===== src/rtl/fpdda_pkg.sv =====
package fpdda_pkg;

   localparam int ADDR_BITS  = 20;
   localparam int COLOR_BITS = 8;
   localparam int PITCH_BITS = 11;

   localparam logic [PITCH_BITS-1:0] PITCH_RESET = PITCH_BITS'(1);

   localparam logic ACTION_START = 1'b0;
   localparam logic ACTION_STEP  = 1'b1;

   typedef enum logic [1:0] {
      ST_IDLE   = 2'b01,
      ST_DIVIDE = 2'b10
   } state_type;

   typedef struct packed {
      logic load;
      logic div_step;
      logic emit;
   } ctrl_cmd_type;

   typedef struct packed {
      logic line_active;
   } status_type;

endpackage


===== src/rtl/fpdda_ctrl.sv =====
module fpdda_ctrl #(
   parameter int FRAC_BITS = 10
) (
   input  logic                    clock,
   input  logic                    reset,
   input  logic                    req_tvalid,
   output logic                    req_tready,
   input  logic                    req_action,
   output logic                    rsp_tvalid,
   input  logic                    rsp_tready,
   input  fpdda_pkg::status_type   status,
   output fpdda_pkg::ctrl_cmd_type cmd
);
   import fpdda_pkg::*;

   localparam int CNT_BITS = $clog2(FRAC_BITS + 1);
   localparam logic [CNT_BITS-1:0] CNT_LAST = CNT_BITS'(FRAC_BITS);

   state_type           state_ff, state_in;
   logic [CNT_BITS-1:0] cnt_ff, cnt_in;
   logic                valid_ff, valid_in;
   logic                accept;

   assign req_tready = (state_ff == ST_IDLE) && (!valid_ff || rsp_tready);
   assign accept     = req_tvalid && req_tready;
   assign rsp_tvalid = valid_ff;

   always_comb begin
      cmd.load     = accept && (req_action == ACTION_START);
      cmd.emit     = accept && (req_action == ACTION_STEP) && status.line_active;
      cmd.div_step = (state_ff == ST_DIVIDE);
   end

   always_comb begin
      state_in = state_ff;
      cnt_in   = cnt_ff;
      case (state_ff)
         ST_IDLE: begin
            if (cmd.load) begin
               state_in = ST_DIVIDE;
               cnt_in   = '0;
            end
         end
         ST_DIVIDE: begin
            cnt_in = cnt_ff + CNT_BITS'(1);
            if (cnt_ff == CNT_LAST) begin
               state_in = ST_IDLE;
            end
         end
         default: begin
            state_in = ST_IDLE;
         end
      endcase
   end

   always_comb begin
      valid_in = valid_ff;
      if (cmd.emit) begin
         valid_in = 1'b1;
      end else if (rsp_tready) begin
         valid_in = 1'b0;
      end
   end

   always_ff @(posedge clock) begin
      if (reset) begin
         state_ff <= ST_IDLE;
         cnt_ff   <= '0;
         valid_ff <= 1'b0;
      end else begin
         state_ff <= state_in;
         cnt_ff   <= cnt_in;
         valid_ff <= valid_in;
      end
   end

   a_no_request_while_dividing: assert property (@(posedge clock) disable iff (reset)
      (state_ff == ST_DIVIDE) |-> !req_tready)
      else $error("request taken during division");

   a_load_starts_divide: assert property (@(posedge clock) disable iff (reset)
      cmd.load |=> (state_ff == ST_DIVIDE) && (cnt_ff == '0))
      else $error("start request did not begin division");

   a_emit_sets_valid: assert property (@(posedge clock) disable iff (reset)
      cmd.emit |=> rsp_tvalid)
      else $error("pixel lost after step request");

   a_divide_ends: assert property (@(posedge clock) disable iff (reset)
      (state_ff == ST_DIVIDE) && (cnt_ff == CNT_LAST) |=> (state_ff == ST_IDLE))
      else $error("division overran its iteration count");

   a_emit_only_when_free: assert property (@(posedge clock) disable iff (reset)
      cmd.emit |-> (!valid_ff || rsp_tready))
      else $error("pixel overwrote an undelivered one");

endmodule


===== src/rtl/fpdda_datapath.sv =====
module fpdda_datapath #(
   parameter int COORD_BITS = 10,
   parameter int FRAC_BITS  = 10
) (
   input  logic                                 clock,
   input  logic                                 reset,
   input  fpdda_pkg::ctrl_cmd_type              cmd,
   input  logic [COORD_BITS-1:0]                x_start,
   input  logic [COORD_BITS-1:0]                y_start,
   input  logic [COORD_BITS-1:0]                x_end,
   input  logic [COORD_BITS-1:0]                y_end,
   input  logic [fpdda_pkg::COLOR_BITS-1:0]     color,
   input  logic [fpdda_pkg::PITCH_BITS-1:0]     row_pitch,
   output fpdda_pkg::status_type                status,
   output logic [fpdda_pkg::ADDR_BITS-1:0]      pixel_address,
   output logic [fpdda_pkg::COLOR_BITS-1:0]     pixel_color,
   output logic                                 last_pixel
);
   import fpdda_pkg::*;

   localparam int ACC_BITS  = COORD_BITS + FRAC_BITS + 2;
   localparam int STEP_BITS = FRAC_BITS + 2;
   localparam int FLR_BITS  = COORD_BITS + 2;

   // start request decode
   logic [COORD_BITS:0]   dx, dy;
   logic [COORD_BITS-1:0] adx, ady;
   logic                  major_x;
   logic [COORD_BITS:0]   len, minor_mag;

   // line state
   logic [ACC_BITS-1:0]   acc_x_ff, acc_x_in, acc_y_ff, acc_y_in;
   logic [COORD_BITS:0]   left_ff, left_in;
   logic [PITCH_BITS-1:0] pitch_ff, pitch_in;
   logic [COLOR_BITS-1:0] color_ff, color_in;
   logic                  major_x_ff, major_x_in;
   logic                  major_neg_ff, major_neg_in;
   logic                  minor_neg_ff, minor_neg_in;

   // serial divider
   logic [COORD_BITS:0]   den_ff, den_in;
   logic [COORD_BITS+1:0] rem_ff, rem_in, rem_sub;
   logic [FRAC_BITS:0]    quo_ff, quo_in;
   logic                  rem_ge;

   logic [STEP_BITS-1:0]  major_step, minor_step, step_x, step_y;
   logic [FLR_BITS-1:0]   fx, fy;
   logic [ADDR_BITS-1:0]  fx_ext, fy_ext, pitch_ext, addr_calc;

   logic [ADDR_BITS-1:0]  addr_ff, addr_in;
   logic [COLOR_BITS-1:0] pcolor_ff, pcolor_in;
   logic                  last_ff, last_in;

   always_comb begin
      dx      = {1'b0, x_end} - {1'b0, x_start};
      dy      = {1'b0, y_end} - {1'b0, y_start};
      adx     = dx[COORD_BITS] ? COORD_BITS'(-dx) : dx[COORD_BITS-1:0];
      ady     = dy[COORD_BITS] ? COORD_BITS'(-dy) : dy[COORD_BITS-1:0];
      major_x = (adx >= ady);
      if (major_x) begin
         len       = {1'b0, adx} + (COORD_BITS+1)'(1);
         minor_mag = {1'b0, ady} + (COORD_BITS+1)'(1);
      end else begin
         len       = {1'b0, ady} + (COORD_BITS+1)'(1);
         minor_mag = {1'b0, adx} + (COORD_BITS+1)'(1);
      end
   end

   // restoring division, one quotient bit per cycle, integer bit first
   always_comb begin
      rem_ge  = (rem_ff >= {1'b0, den_ff});
      rem_sub = rem_ge ? (rem_ff - {1'b0, den_ff}) : rem_ff;
   end

   always_comb begin
      major_step = major_neg_ff ? STEP_BITS'(-{2'b01, {FRAC_BITS{1'b0}}})
                                : {2'b01, {FRAC_BITS{1'b0}}};
      minor_step = minor_neg_ff ? STEP_BITS'(-{1'b0, quo_ff}) : {1'b0, quo_ff};
      step_x     = major_x_ff ? major_step : minor_step;
      step_y     = major_x_ff ? minor_step : major_step;
   end

   always_comb begin
      fx        = acc_x_ff[ACC_BITS-1:FRAC_BITS];
      fy        = acc_y_ff[ACC_BITS-1:FRAC_BITS];
      fx_ext    = {{(ADDR_BITS-FLR_BITS){fx[FLR_BITS-1]}}, fx};
      fy_ext    = {{(ADDR_BITS-FLR_BITS){fy[FLR_BITS-1]}}, fy};
      pitch_ext = {{(ADDR_BITS-PITCH_BITS){1'b0}}, pitch_ff};
      addr_calc = fy_ext * pitch_ext + fx_ext;
   end

   always_comb begin
      acc_x_in     = acc_x_ff;
      acc_y_in     = acc_y_ff;
      left_in      = left_ff;
      pitch_in     = pitch_ff;
      color_in     = color_ff;
      major_x_in   = major_x_ff;
      major_neg_in = major_neg_ff;
      minor_neg_in = minor_neg_ff;
      den_in       = den_ff;
      rem_in       = rem_ff;
      quo_in       = quo_ff;
      addr_in      = addr_ff;
      pcolor_in    = pcolor_ff;
      last_in      = last_ff;
      if (cmd.load) begin
         acc_x_in     = {2'b00, x_start, {FRAC_BITS{1'b0}}};
         acc_y_in     = {2'b00, y_start, {FRAC_BITS{1'b0}}};
         left_in      = len;
         pitch_in     = row_pitch;
         color_in     = color;
         major_x_in   = major_x;
         major_neg_in = major_x ? dx[COORD_BITS] : dy[COORD_BITS];
         minor_neg_in = major_x ? dy[COORD_BITS] : dx[COORD_BITS];
         den_in       = len;
         rem_in       = {1'b0, minor_mag};
         quo_in       = '0;
      end
      if (cmd.div_step) begin
         rem_in = {rem_sub[COORD_BITS:0], 1'b0};
         quo_in = {quo_ff[FRAC_BITS-1:0], rem_ge};
      end
      if (cmd.emit) begin
         addr_in   = addr_calc;
         pcolor_in = color_ff;
         last_in   = (left_ff == (COORD_BITS+1)'(1));
         acc_x_in  = acc_x_ff + {{(ACC_BITS-STEP_BITS){step_x[STEP_BITS-1]}}, step_x};
         acc_y_in  = acc_y_ff + {{(ACC_BITS-STEP_BITS){step_y[STEP_BITS-1]}}, step_y};
         left_in   = left_ff - (COORD_BITS+1)'(1);
      end
   end

   always_ff @(posedge clock) begin
      if (reset) begin
         left_ff  <= '0;
         pitch_ff <= PITCH_RESET;
      end else begin
         left_ff  <= left_in;
         pitch_ff <= pitch_in;
      end
   end

   always_ff @(posedge clock) begin
      acc_x_ff     <= acc_x_in;
      acc_y_ff     <= acc_y_in;
      color_ff     <= color_in;
      major_x_ff   <= major_x_in;
      major_neg_ff <= major_neg_in;
      minor_neg_ff <= minor_neg_in;
      den_ff       <= den_in;
      rem_ff       <= rem_in;
      quo_ff       <= quo_in;
      addr_ff      <= addr_in;
      pcolor_ff    <= pcolor_in;
      last_ff      <= last_in;
   end

   assign status.line_active = (left_ff != '0);
   assign pixel_address      = addr_ff;
   assign pixel_color        = pcolor_ff;
   assign last_pixel         = last_ff;

endmodule


===== src/rtl/fixed_point_dda_line_drawer.sv =====
// Fixed-point DDA line drawer. A start request (tuser low) latches both
// endpoints, the color and the row pitch and gives no pixel; the block then
// runs a restoring divider to form the minor-axis step with req_tready low.
// A step request (tuser high) emits the next pixel address floor(y)*pitch
// plus floor(x) (modulo 2^20) with the color, tlast on the final pixel; a
// step with no line active is taken and dropped. Step requests are accepted
// every cycle while the result register is free or being drained.
module fixed_point_dda_line_drawer #(
   parameter  int COORD_BITS    = 10,
   parameter  int FRAC_BITS     = 10,
   localparam int REQ_DATA_BITS =
      ((4 * COORD_BITS + fpdda_pkg::COLOR_BITS + fpdda_pkg::PITCH_BITS + 7) / 8) * 8,
   localparam int RSP_DATA_BITS =
      ((fpdda_pkg::ADDR_BITS + fpdda_pkg::COLOR_BITS + 7) / 8) * 8
) (
   input  logic                     clock,
   input  logic                     reset,
   input  logic                     req_tvalid,
   output logic                     req_tready,
   // x_start, y_start, x_end, y_end, color, row_pitch
   input  logic [REQ_DATA_BITS-1:0] req_tdata,
   // action
   input  logic [0:0]               req_tuser,
   output logic                     rsp_tvalid,
   input  logic                     rsp_tready,
   // pixel_address, pixel_color
   output logic [RSP_DATA_BITS-1:0] rsp_tdata,
   output logic                     rsp_tlast
);
   import fpdda_pkg::*;

   localparam int C0 = 0;
   localparam int C1 = COORD_BITS;
   localparam int C2 = 2 * COORD_BITS;
   localparam int C3 = 3 * COORD_BITS;
   localparam int CL = 4 * COORD_BITS;
   localparam int PL = CL + COLOR_BITS;

   ctrl_cmd_type          cmd;
   status_type            status;
   logic [ADDR_BITS-1:0]  pixel_address;
   logic [COLOR_BITS-1:0] pixel_color;

   fpdda_ctrl #(
      .FRAC_BITS (FRAC_BITS)
   ) u_ctrl (
      .clock      (clock),
      .reset      (reset),
      .req_tvalid (req_tvalid),
      .req_tready (req_tready),
      .req_action (req_tuser[0]),
      .rsp_tvalid (rsp_tvalid),
      .rsp_tready (rsp_tready),
      .status     (status),
      .cmd        (cmd)
   );

   fpdda_datapath #(
      .COORD_BITS (COORD_BITS),
      .FRAC_BITS  (FRAC_BITS)
   ) u_datapath (
      .clock         (clock),
      .reset         (reset),
      .cmd           (cmd),
      .x_start       (req_tdata[C1-1:C0]),
      .y_start       (req_tdata[C2-1:C1]),
      .x_end         (req_tdata[C3-1:C2]),
      .y_end         (req_tdata[CL-1:C3]),
      .color         (req_tdata[PL-1:CL]),
      .row_pitch     (req_tdata[PL+PITCH_BITS-1:PL]),
      .status        (status),
      .pixel_address (pixel_address),
      .pixel_color   (pixel_color),
      .last_pixel    (rsp_tlast)
   );

   assign rsp_tdata = RSP_DATA_BITS'({pixel_color, pixel_address});

endmodule

===== config.mk =====
export PLATFORM = sky130hd
export DESIGN_NAME = fixed_point_dda_line_drawer
export DESIGN_NICKNAME = d
export VERILOG_FILES = /design/src/rtl/fpdda_pkg.sv /design/src/rtl/fpdda_ctrl.sv /design/src/rtl/fpdda_datapath.sv /design/src/rtl/fixed_point_dda_line_drawer.sv
export SDC_FILE = /design/constraint.sdc
export NUM_CORES = 1
export LEC_CHECK = 0
export BUFFER_PORTS_ARGS = -buffer_cell sky130_fd_sc_hd__buf_2
export CORE_MARGIN = 5
export CORE_UTILIZATION = 35
export CTS_CLUSTER_SIZE = 8
export DETAILED_ROUTE_END_ITERATION = 12
export PLACE_DENSITY_LB_ADDON = 0.1
export SETUP_SLACK_MARGIN = 0.1
export SYNTH_ARGS = -nofsm -noshare
export SYNTH_HDL_FRONTEND = slang
export SYNTH_HIERARCHICAL = 1
export SYNTH_SLANG_ARGS = --single-unit

===== constraint.sdc =====
create_clock -name clock -period 9.8 [get_ports clock]
set_input_delay 0.98 -clock clock [delete_from_list [all_inputs] [get_ports clock]]
set_output_delay 0.98 -clock clock [all_outputs]
set_load 0.005 [all_outputs]

==> metrics.md, run 1 <==
| Metric | Value |
|---|---|
| Yosys warns | 6 |
| Lkg Pwr | 7.71 nW |
| Overflow after GRT | 0 |
| Reg clk slew, reported paths | 70 ps |
| Vias in the first global route | 12,000 |
| Internal Power | 2.50 mW |
| CTS Root Buffer Type | clkbuf_16 |
| DPL Wire Length | 30,200 µm |
| Reg-to-Reg End | u_datapath/pixel_address[18]$_DFFE_PP_ |
| Setup Viol. Count Final | 0 |
| Post-CTS Hold Buffers | 0 |
| Layout fillers | 4,514 |
| Clk buf depth | 2 |
| Slowest cell on the critical path | o41ai_1 |
| Flop-to-flop setup slack | 3710 ps |
| Post-synth EDFFs | 117 |
| Status | finished, final reports clean |
| P_sw | 2.01 mW |
| Worst Tran Pin Value | 946 ps |
| Post-synth cell types | 84 |
| Synth Flop Type | edfxtp_1 |
| Setup TNS Final | 0 ps |
| Pin count of the biggest net entering global routing | 56 |
| Sw frac | 0.446 |
| Worst relative slew slack | 0.367 |
| Multi-input logic area | 10,300 µm² |
| Nets@finish | 2,106 |
| Cells on worst reg2reg path | 19 |
| Slew Limit Fails | 0 |
| FF+latch area | 4110 µm² |
| Sequential area share after synthesis | 0.262 |
| Hold Path Origin | u_datapath/color_ff[4]$_DFFE_PP_ |
| Initial cell density of the core | 0.354 |
| Layout cells sized above 1 | 0.0968 |
| Post-DR wirelength/cell | 16.0 µm |
| Most common cell after layout, fill and taps aside | inv_1 |
| CORE AREA | 44,300 µm² |
| Die Ht | 222 µm |
| Fmax | 164 MHz |
| ANT cells | 0 |
| Yosys top cell by area | edfxtp_1 |
| Vias/cell | 4.91 |
| Ys async rst share | 0 |
| Reg power frac | 0.235 |
| CTS tree | yes |
| CTS resizes | 0 |
| Hold WC Path Type | reg -> reg |
| CTS buffer count | 17 |
| Slowest cell delay on critical path | 710 ps |
| # port buffers | 94 |
| Hold EP | u_datapath/pixel_color[4]$_DFFE_PP_ |
| Post-CTS setup buffers | 0 |
| Clk sink count | 147 |
| Synthesized cell area | 15,700 µm² |
| Die ar. | 49,200 µm² |
| Drt initial violations | 457 |
| Fin crit share | 0.622 |
| First-pass iteration count of the detailed router | 4 |
| Hold path depth | 0 |
| Min Tclk post-route | 6090 ps |
| Startpoint types | flop |
| Post-layout util | 0.390 |
| Max-Cap Viols | 0 |
| Combinational share of power | 0.624 |
| Total track usage | 0.156 |
| Post-Syn Area per Cell | 9.19 µm² |
| VDD IR max | 0.148 mV |
| Die X | 222 µm |
| Critical path class | reg -> reg |
| Share of power burned in the clock network | 0.142 |
| Initial antenna violation count | 3 |
| Area contributors post-synth | edfxtp_1 (22%), fa_1 (16%), ha_1 (11%) |
| Highest-count cells in the layout ignoring fill and taps | inv_1 (272), nand2_1 (141), ha_1 (141), fa_1 (122), edfxtp_1 (117) |
| Final wirelength | 38,000 µm |
| RSZ-0062 raised after global routing | no |
| Clock skew | 9.49 ps |
| Global placement routability congestion | 0.834 |
| Syn Inst Count | 1,709 |
| Worst Setup End Kind | flop |
| # rows | 77 |
| CP Cell Sequence | and2_1 -> fa_1 -> inv_1 -> fa_1 -> inv_1 -> ha_1 -> ha_1 -> fa_1 -> ha_1 -> a21o_1 -> a21oi_1 -> o21ai_0 -> a21o_1 -> a21oi_1 -> o21ai_0 -> o41ai_1 -> o2111ai_1 -> a21oi_1 -> xnor2_1 |
| Area added between synthesis and finish | 10.1% |
| PwrDens | 261 nW/µm² |
| First-pass GRT wire length | 62,300 µm |
| Yosys reg bits | 147 |
| Worst EP arrival | 6290 ps |
| Vias | 11,700 |
| CTS HTree Levels | 4 |
| CP Max Fanout | 12 |
| Ports | 104 |
| DRC | 0 |
| Final Hold Vio Count | 0 |
| Worst EP required | 10,000 ps |
| Yosys top cell area share | 0.224 |
| Critical R2R Launch | u_datapath/acc_y_ff[12]$_DFFE_PP_ |
| Clk_lat worst skew | 450 ps |
| Detail Route Antenna Nets | 0 |
power by group through the flow:
stage	Sequential (mW)	Clock [mW]	Combinational, mW
2_1_floorplan	1.01	0	2.27
3_3_place_gp	1.07	0	2.83
3_5_place_dp	1.07	0	2.86
4_1_cts	1.06	0.668	2.87
5_1_grt	1.08	0.687	3.25
6_report	1.06	0.638	2.81
worst max-delay path: cells and delay by family, from the launching register on:
kind                       cells  cell delay (ps)
DFF                            1              600
AOI/OAI and AO/OA              9             2300
and+or+nand+nor                1              280
buffers and inverters          2               90
adders and majority gates      6             2480
xor gates and xnor gates       1               80
stage by stage:
stage	setup WS, ps	hold WS, ps	std cells	total power [mW]	area (µm²)
final	3710	417	2379	4.51	17300
after global routing	3250	423	2379	5.02	17300
after CTS	3620	419	2379	4.60	17300
after detailed placement	3660	405	2347	3.93	16700
after global placement	3620	401	2347	3.90	16700
after floorplan	4490	400	1712	3.28	15700
state kept, by name (all words and copies together), names as in the netlist:
signal                    cells
u_datapath/acc_y_ff          22
u_datapath/minor_neg_ff       1
u_datapath/quo_ff            11
u_datapath/last_pixel         1
u_datapath/left_ff           11
u_ctrl/rsp_tvalid             1
u_datapath/pixel_color        8
u_datapath/den_ff            11
u_datapath/color_ff           8
u_datapath/rem_ff            12
u_datapath/major_neg_ff       1
u_ctrl/state_ff               2
u_datapath/pitch_ff          11
u_datapath/acc_x_ff          22
u_datapath/major_x_ff         1
u_datapath/pixel_address     20
u_ctrl/cnt_ff                 4
cells by family (layout without fill, tap and decap cells):
| kind of cell | Yosys count | count (layout) | synth area share |
|---|---|---|---|
| flip-flops | 147 | 147 | 0.262 |
| XOR/XNOR | 108 | 108 | 0.0621 |
| other | 1 | 4 | 0.000239 |
| AO/OA/AOI/OAI | 302 | 302 | 0.130 |
| buffers and inverters | 332 | 407 | 0.0821 |
| adder cells (fa/ha/maj) | 264 | 264 | 0.269 |
| AND/OR/NAND/NOR | 507 | 507 | 0.163 |
| multiplexers | 48 | 48 | 0.0320 |
synth_stat cells (all sizes together), types with 5 or more instances:
| cell type | instances |
|---|---|
| a21o | 27 |
| o2111ai | 7 |
| a21oi | 60 |
| o41ai | 6 |
| or3 | 16 |
| a21boi | 10 |
| xnor2 | 65 |
| nor4b | 5 |
| xor2 | 42 |
| o211ai | 8 |
| o21bai | 6 |
| nand4 | 6 |
| o21ai | 63 |
| a31o | 6 |
| nand2 | 141 |
| nor3 | 35 |
| o31ai | 12 |
| nor2b | 23 |
| and3 | 8 |
| dfxtp | 30 |
| inv | 273 |
| clkbuf | 45 |
| nand2b | 25 |
| mux2i | 36 |
| a211oi | 13 |
| or2 | 7 |
| buf | 12 |
| fa | 122 |
| o21a | 10 |
| o22ai | 12 |
| a31oi | 13 |
| a2111oi | 5 |
| nor2 | 98 |
| a22oi | 5 |
| nand3 | 30 |
| edfxtp | 117 |
| ha | 141 |
| mux2 | 12 |
| o2bb2ai | 10 |
| and2 | 94 |
worst max-delay path by stage:
| stage | startpoint | endpoint | depth (start not counted) | slack, ps |
|---|---|---|---|---|
| detailed placement | u_datapath/acc_y_ff[12]$_DFFE_PP_ | u_datapath/pixel_address[18]$_DFFE_PP_ | 19 | 3660 |
| global placement | req_tdata[0] | u_datapath/den_ff[0]$_DFFE_PP_ | 15 | 3620 |
| floorplan | u_datapath/acc_y_ff[15]$_DFFE_PP_ | u_datapath/pixel_address[18]$_DFFE_PP_ | 19 | 4490 |
| global route | u_datapath/acc_y_ff[12]$_DFFE_PP_ | u_datapath/pixel_address[18]$_DFFE_PP_ | 19 | 3250 |
| CTS | u_datapath/acc_y_ff[12]$_DFFE_PP_ | u_datapath/pixel_address[18]$_DFFE_PP_ | 19 | 3620 |
| finish | u_datapath/acc_y_ff[12]$_DFFE_PP_ | u_datapath/pixel_address[18]$_DFFE_PP_ | 19 | 3710 |
cell type report:
type                    instances  area share
repair buffers                100      0.0298
inverters                     275      0.0597
multi-input cells            1233       0.597
clock inverters                10     0.00413
well taps                     592      0.0428
flip-flops and latches        147       0.238
clock buffers                  22      0.0281
layer usage:
metal	track usage	up-vias	routed length [µm]
li1	-	5889	-
met1	0.203	5624	17900
met2	0.269	140	18300
met3	0.0274	37	1060
met4	0.0441	0	698
met5	0	-	0
(Power assumes the default switching activity.)
==> run 2: changes to the inputs <==
==> constraint.sdc (replaced) <==
create_clock -name clock -period 5.15 [get_ports clock]
set_input_delay 0.515 -clock clock [delete_from_list [all_inputs] [get_ports clock]]
set_output_delay 0.515 -clock clock [all_outputs]
set_load 0.005 [all_outputs]
==> metrics.md, run 2 (synthesized netlist as in run 1, its figures left out) <==
| Metric | Value |
|---|---|
| Final Hold Vio Count | 0 (unchanged) |
| Clk sink count | 147 (unchanged) |
| Worst relative slew slack | 0.442 (was 0.367) |
| VDD IR max | 0.343 mV (was 0.148 mV) |
| Reg power frac | 0.201 (was 0.235) |
| Status | finished, final reports clean (unchanged) |
| CTS HTree Levels | 4 (unchanged) |
| CTS tree | yes (unchanged) |
| Worst Tran Pin Value | 835 ps (was 946 ps) |
| Max-Cap Viols | 0 (unchanged) |
| Post-layout util | 0.416 (was 0.390) |
| Layout cells sized above 1 | 0.174 (was 0.0968) |
| Initial cell density of the core | 0.354 (unchanged) |
| Fmax | 196 MHz (was 164 MHz) |
| Global placement routability congestion | 0.813 (was 0.834) |
| Die X | 222 µm (unchanged) |
| Post-CTS Hold Buffers | 0 (unchanged) |
| Critical R2R Launch | u_datapath/acc_y_ff[15]$_DFFE_PP_ (was u_datapath/acc_y_ff[12]$_DFFE_PP_) |
| Initial antenna violation count | 1 (was 3) |
| Hold WC Path Type | in -> reg (was reg -> reg) |
| Final wirelength | 39,000 µm (was 38,000 µm) |
| Slew Limit Fails | 0 (unchanged) |
| Vias | 12,000 (was 11,700) |
| Critical path class | reg -> reg (unchanged) |
| Share of power burned in the clock network | 0.141 (was 0.142) |
| Most common cell after layout, fill and taps aside | inv_1 (unchanged) |
| Die Ht | 222 µm (unchanged) |
| Fin crit share | 0.989 (was 0.622) |
| Pin count of the biggest net entering global routing | 62 (was 56) |
| Vias in the first global route | 12,500 (was 12,000) |
| Setup TNS Final | 0 ps (unchanged) |
| Worst Setup End Kind | flop (unchanged) |
| Total power | 9.69 mW (was 4.51 mW) |
| Clk buf depth | 2 (unchanged) |
| First-pass iteration count of the detailed router | 6 (was 4) |
| Clock skew | 9.67 ps (was 9.49 ps) |
| Worst EP required | 5350 ps (was 10,000 ps) |
| Area added between synthesis and finish | 17.3% (was 10.1%) |
| P_sw | 4.10 mW (was 2.01 mW) |
| Final hold slack | 238 ps (was 417 ps) |
| Post-DR wirelength/cell | 15.7 µm (was 16.0 µm) |
| CP Launch Point | u_datapath/acc_y_ff[15]$_DFFE_PP_ (was u_datapath/acc_y_ff[12]$_DFFE_PP_) |
| Total track usage | 0.162 (was 0.156) |
| Setup Viol. Count Final | 0 (unchanged) |
| CTS Root Buffer Type | clkbuf_16 (unchanged) |
| Highest-count cells in the layout ignoring fill and taps | inv_1 (262), nand2_1 (141), ha_1 (129), fa_1 (120), edfxtp_1 (117) (was inv_1 (272), nand2_1 (141), ha_1 (141), fa_1 (122), edfxtp_1 (117)) |
| Ports | 104 (unchanged) |
| DPL Wire Length | 31,900 µm (was 30,200 µm) |
| Internal Power | 5.59 mW (was 2.50 mW) |
| Overflow after GRT | 0 (unchanged) |
| Fin cells | 2,482 (was 2,379) |
| Die ar. | 49,200 µm² (unchanged) |
| Clk_lat worst skew | 450 ps (about the same) |
| Combinational share of power | 0.658 (was 0.624) |
| Hold Path Origin | req_tdata[45] (was u_datapath/color_ff[4]$_DFFE_PP_) |
| Lkg Pwr | 8.26 nW (was 7.71 nW) |
| First-pass GRT wire length | 64,800 µm (was 62,300 µm) |
| # port buffers | 94 (unchanged) |
| # rows | 77 (unchanged) |
| Detail Route Antenna Nets | 0 (unchanged) |
| Startpoint types | flop (unchanged) |
| Min Tclk post-route | 5090 ps (was 6090 ps) |
| Drt initial violations | 522 (was 457) |
| Vias/cell | 4.85 (was 4.91) |
| DRC | 0 (unchanged) |
| Sw frac | 0.423 (was 0.446) |
| CORE AREA | 44,300 µm² (unchanged) |
| RSZ-0062 raised after global routing | yes (was no) |
| Nets@finish | 2,209 (was 2,106) |
| CTS buffer count | 17 (unchanged) |
| Reg clk slew, reported paths | 70 ps (about the same) |
| Layout fillers | 4,475 (was 4,514) |
| PwrDens | 526 nW/µm² (was 261 nW/µm²) |
| Flop-to-flop setup slack | 60 ps (was 3710 ps) |
| Worst EP arrival | 5290 ps (was 6290 ps) |
| ANT cells | 0 (unchanged) |
| CP Max Fanout | 4 (was 12) |
| # placed instances | 2,441 (was 2,347) |
## run 2: worst paths after layout
check	to	depth (start not counted)
setup / recovery	u_datapath/pixel_address[18]$_DFFE_PP_	20
hold / removal	u_datapath/color_ff[5]$_DFFE_PP_	1
setup reg to reg	u_datapath/pixel_address[18]$_DFFE_PP_	20
hold reg to reg	u_datapath/pixel_color[5]$_DFFE_PP_	0
## run 2: power by group through the flow
stage	clock network (mW)	logic, mW	registers, mW
2_1_floorplan	0	4.42	1.93
3_3_place_gp	0	5.99	1.96
3_5_place_dp	0	6.05	1.97
4_1_cts	1.42	6.36	1.95
5_1_grt	1.46	7.29	1.97
6_report	1.37	6.38	1.94
## run 2: critical path, stage by stage, from the launching register on
cell and delay [ps]:
edfxtp_1 440, buf_6 150, and2_4 150, fa_1 540
inv_1 60, fa_1 470, inv_1 50, fa_1 460
fa_1 510, inv_1 50, fa_1 490, inv_2 50
ha_4 230, and2_4 140, a31oi_4 140, o21ai_2 90
o41ai_2 280, buf_4 190, o2111ai_4 120, a21oi_2 150
xnor2_1 70
## run 2: layout make-up
cell class              instances  area [µm²]  share of cell area
inverters                     275        1030              0.0560
well taps                     592         741              0.0402
clock inverters                13         183             0.00992
clock buffers                  19         453              0.0246
repair buffers                203        1320              0.0719
multi-input cells            1233       10600               0.574
flip-flops and latches        147        4120               0.224
## run 2: timing repair
action	4_1_cts	5_1_grt
resized for setup	33	25
setup buffers	6	3
endpoints found under the setup margin	7	7
hold endpoints to repair	0	0
pin swaps	39	25
## run 2: metrics by stage
step / setup WS, ps / area, µm²
after floorplan: 89.9 / 15800
after global placement: -198 / 17500
after detailed placement: -228 / 17500
after CTS: -59.2 / 18300
after global routing: -219 / 18400
final: 58.7 / 18400
## run 2: metal layers
metal  global-route usage  vias to the layer above  routed length (µm)
met1                0.209                     5753               18200
met2                0.285                      159               19300
met3               0.0244                       37                 935
met5                    0                        -                   0
li1                     -                     6097                   -
met4               0.0408                        0                 647
==> run 3: changes to the inputs <==
--- a/config.mk
+++ b/config.mk
@@ -10,7 +10,8 @@
 export CORE_UTILIZATION = 35
 export CTS_CLUSTER_SIZE = 8
 export DETAILED_ROUTE_END_ITERATION = 12
-export PLACE_DENSITY_LB_ADDON = 0.1
+export GPL_TIMING_DRIVEN = 0
+export PLACE_DENSITY_LB_ADDON = 0.12
 export SETUP_SLACK_MARGIN = 0.1
 export SYNTH_ARGS = -nofsm -noshare
 export SYNTH_HDL_FRONTEND = slang
==> metrics.md, run 3 (synthesized netlist as in run 1, its figures left out) <==
| Metric | Value |
|---|---|
| Final wirelength | 40,300 µm (was 39,000 µm) |
| Top delay family on crit path | adder cells (unchanged) |
| Total track usage | 0.166 (was 0.162) |
| Cells on worst reg2reg path | 20 (unchanged) |
| Top Layer Used | met4 (unchanged) |
| Hold EP | u_datapath/color_ff[6]$_DFFE_PP_ (was u_datapath/color_ff[5]$_DFFE_PP_) |
| VDD IR max | 0.406 mV (was 0.343 mV) |
| Post-route cell area | 18,300 µm² (was 18,400 µm²) |
| Clk buf depth | 2 (unchanged) |
| Min Tclk post-route | 5140 ps (was 5090 ps) |
| Metal3 WL | 1080 µm (was 935 µm) |
| CTS HTree Levels | 4 (unchanged) |
| Drt initial violations | 540 (was 522) |
| Hold WC Path Type | in -> reg (unchanged) |
| Worst EP arrival | 5350 ps (was 5290 ps) |
| Overflow after GRT | 0 (unchanged) |
| Met2 routed WL | 20,300 µm (was 19,300 µm) |
| Final hold slack | 230 ps (was 238 ps) |
| Crit path top cell by count | fa_1 (unchanged) |
| Ports | 104 (unchanged) |
| Worst Setup End Kind | flop (unchanged) |
| Vias/cell | 4.90 (was 4.85) |
| Slowest cell on the critical path | fa_1 (unchanged) |
| Most common cell after layout, fill and taps aside | inv_1 (unchanged) |
| Reg clk slew, reported paths | 70 ps (about the same) |
| ANT cells | 0 (unchanged) |
| DRC | 0 (unchanged) |
| Initial antenna violation count | 1 (unchanged) |
| Global placement routability congestion | 0.856 (was 0.813) |
| Dpl cell area | 17,000 µm² (was 17,500 µm²) |
| Initial cell density of the core | 0.354 (unchanged) |
| Vias | 12,000 (unchanged) |
| Post-DR wirelength/cell | 16.4 µm (was 15.7 µm) |
| DPL Wire Length | 32,300 µm (was 31,900 µm) |
| Slew Limit Fails | 0 (unchanged) |
| Status | finished, final reports clean (unchanged) |
| Hold Path Origin | req_tdata[46] (was req_tdata[45]) |
| PwrDens | 529 nW/µm² (was 526 nW/µm²) |
| CP bufs+invs | 3 (was 6) |
| CP Cell Sequence | clkbuf_8 -> and2_4 -> fa_1 -> inv_2 -> fa_1 -> inv_2 -> ha_4 -> ha_4 -> fa_1 -> ha_1 -> a21o_1 -> a21oi_4 -> o21ai_1 -> a21o_1 -> a21oi_4 -> o21ai_4 -> o41ai_4 -> o2111ai_2 -> a21oi_2 -> xnor2_1 (was buf_6 -> and2_4 -> fa_1 -> inv_1 -> fa_1 -> inv_1 -> fa_1 -> fa_1 -> inv_1 -> fa_1 -> inv_2 -> ha_4 -> and2_4 -> a31oi_4 -> o21ai_2 -> o41ai_2 -> buf_4 -> o2111ai_4 -> a21oi_2 -> xnor2_1) |
| Critical path class | reg -> reg (unchanged) |
| Detail Route Antenna Nets | 0 (unchanged) |
| Worst EP required | 5360 ps (was 5350 ps) |
| Worst relative slew slack | 0.248 (was 0.442) |
| First-pass iteration count of the detailed router | 5 (was 6) |
| First-pass GRT wire length | 65,400 µm (was 64,800 µm) |
| Layout cells sized above 1 | 0.156 (was 0.174) |
| # port buffers | 94 (unchanged) |
| Clock skew | 8.42 ps (was 9.67 ps) |
| CTS buffer count | 17 (unchanged) |
| CTS tree | yes (unchanged) |
| Pin count of the biggest net entering global routing | 44 (was 62) |
| Area added between synthesis and finish | 16.4% (was 17.3%) |
| Nets@finish | 2,183 (was 2,209) |
| Flop-to-flop setup slack | 7 ps (was 60 ps) |
| Slowest cell delay on critical path | 560 ps (was 540 ps) |
| CP Max Fanout | 4 (unchanged) |
| Startpoint types | flop (unchanged) |
| Die ar. | 49,200 µm² (unchanged) |
| Fin crit share | 0.999 (was 0.989) |
| Final Hold Vio Count | 0 (unchanged) |
| Max-Cap Viols | 0 (unchanged) |
| Fmax | 194 MHz (was 196 MHz) |
| Critical R2R Launch | u_datapath/acc_y_ff[12]$_DFFE_PP_ (was u_datapath/acc_y_ff[15]$_DFFE_PP_) |
| CORE AREA | 44,300 µm² (unchanged) |
| Clk sink count | 147 (unchanged) |
| # rows | 77 (unchanged) |
| CTS Root Buffer Type | clkbuf_16 (unchanged) |
| Metal-1 WL | 18,200 µm (about the same) |
| Vias in the first global route | 12,400 (was 12,500) |
| Worst Tran Pin Value | 1130 ps (was 835 ps) |
| Highest-count cells in the layout ignoring fill and taps | inv_1 (261), nand2_1 (137), ha_1 (130), fa_1 (118), edfxtp_1 (117) (was inv_1 (262), nand2_1 (141), ha_1 (129), fa_1 (120), edfxtp_1 (117)) |
| Reg-to-Reg End | u_datapath/pixel_address[18]$_DFFE_PP_ (unchanged) |
| Lkg Pwr | 8.12 nW (was 8.26 nW) |
| Hold path depth | 1 (unchanged) |
| Die Ht | 222 µm (unchanged) |
| Clk_lat worst skew | 460 ps (was 450 ps) |
| Die X | 222 µm (unchanged) |
| Setup Viol. Count Final | 0 (unchanged) |
| RSZ-0062 raised after global routing | yes (unchanged) |
| Number of cells on the critical path | 20 (unchanged) |
run 3: changes by cell type in the layout (fill, tap and decap cells not counted), moves of 5 or more:
| cell | delta |
|---|---|
| buf_4 | -74 |
| clkbuf_1 | +24 |
| clkbuf_4 | +9 |
| clkbuf_8 | +5 |
| clkinvlp_4 | -6 |
run 3: worst max-delay path by stage:
stage	slack [ps]	end	startpoint
6_report	7	u_datapath/pixel_address[18]$_DFFE_PP_	u_datapath/acc_y_ff[12]$_DFFE_PP_
5_1_grt	-150	u_datapath/pixel_address[18]$_DFFE_PP_	u_datapath/acc_y_ff[12]$_DFFE_PP_
4_1_cts	-140	u_datapath/pixel_address[18]$_DFFE_PP_	u_datapath/acc_y_ff[12]$_DFFE_PP_
3_5_place_dp	-670	u_datapath/pixel_address[18]$_DFFE_PP_	u_datapath/acc_y_ff[13]$_DFFE_PP_
3_3_place_gp	-640	u_datapath/pixel_address[18]$_DFFE_PP_	u_datapath/acc_y_ff[13]$_DFFE_PP_
2_1_floorplan	90	u_datapath/pixel_address[18]$_DFFE_PP_	u_datapath/acc_y_ff[15]$_DFFE_PP_
run 3: report_power, final:
| part | total [mW] | switching, mW | internal (mW) |
|---|---|---|---|
| registers | 1.92 | 0.128 | 1.80 |
| logic | 6.47 | 3.56 | 2.91 |
| clock network | 1.28 | 0.558 | 0.724 |
| total | 9.67 | 4.25 | 5.43 |
run 3: layout make-up:
| class | instances | area (µm²) |
|---|---|---|
| Fill cell | 4510 | 26000 |
| Multi-Input combinational cell | 1233 | 10700 |
| Sequential cell | 147 | 4120 |
| Inverter | 275 | 1030 |
| Tap cell | 592 | 741 |
| Timing Repair Buffer | 120 | 731 |
| Clock buffer | 22 | 518 |
| Buffer | 57 | 398 |
| Clock inverter | 10 | 81.3 |
run 3: what timing repair did:
| action | CTS | global route |
|---|---|---|
| endpoints found under the setup margin | 12 | 42 |
| buffers inserted | 19 | 7 |
| gates resized for setup | 81 | 53 |
| pin swaps | 38 | 25 |
| hold buffers | 0 | 0 |
run 3: metrics by stage:
| stage | instances | TNS (ps) | setup slack [ps] | power [mW] | utilization |
|---|---|---|---|---|---|
| 3_3_place_gp | 2398 | -22560 | -637 | 7.61 | 0.383 |
| 3_5_place_dp | 2399 | -13070 | -668 | 7.68 | 0.384 |
| 5_1_grt | 2456 | -540 | -146 | 10.6 | 0.413 |
| 6_report | 2456 | 0 | 7.18 | 9.67 | 0.413 |
| 2_1_floorplan | 1712 | 0 | 89.9 | 6.35 | - |
| 4_1_cts | 2450 | -331 | -138 | 9.57 | 0.408 |
run 3: worst reg2reg max path, stage by stage (launching register included):
cell and delay (ps):
edfxtp_1 430, clkbuf_8 180, and2_4 160, fa_1 560, inv_2 40, fa_1 490, inv_2 50, ha_4 270
ha_4 190, fa_1 480, ha_1 290, a21o_1 190, a21oi_4 160, o21ai_1 90, a21o_1 230, a21oi_4 200
o21ai_4 90, o41ai_4 400, o2111ai_2 160, a21oi_2 150, xnor2_1 80
run 3: metal layers:
layer / up-vias / GRT usage
li1: 6054 / -
met1: 5796 / 0.212
met2: 157 / 0.295
met3: 39 / 0.0249
met4: 0 / 0.0455
met5: - / 0
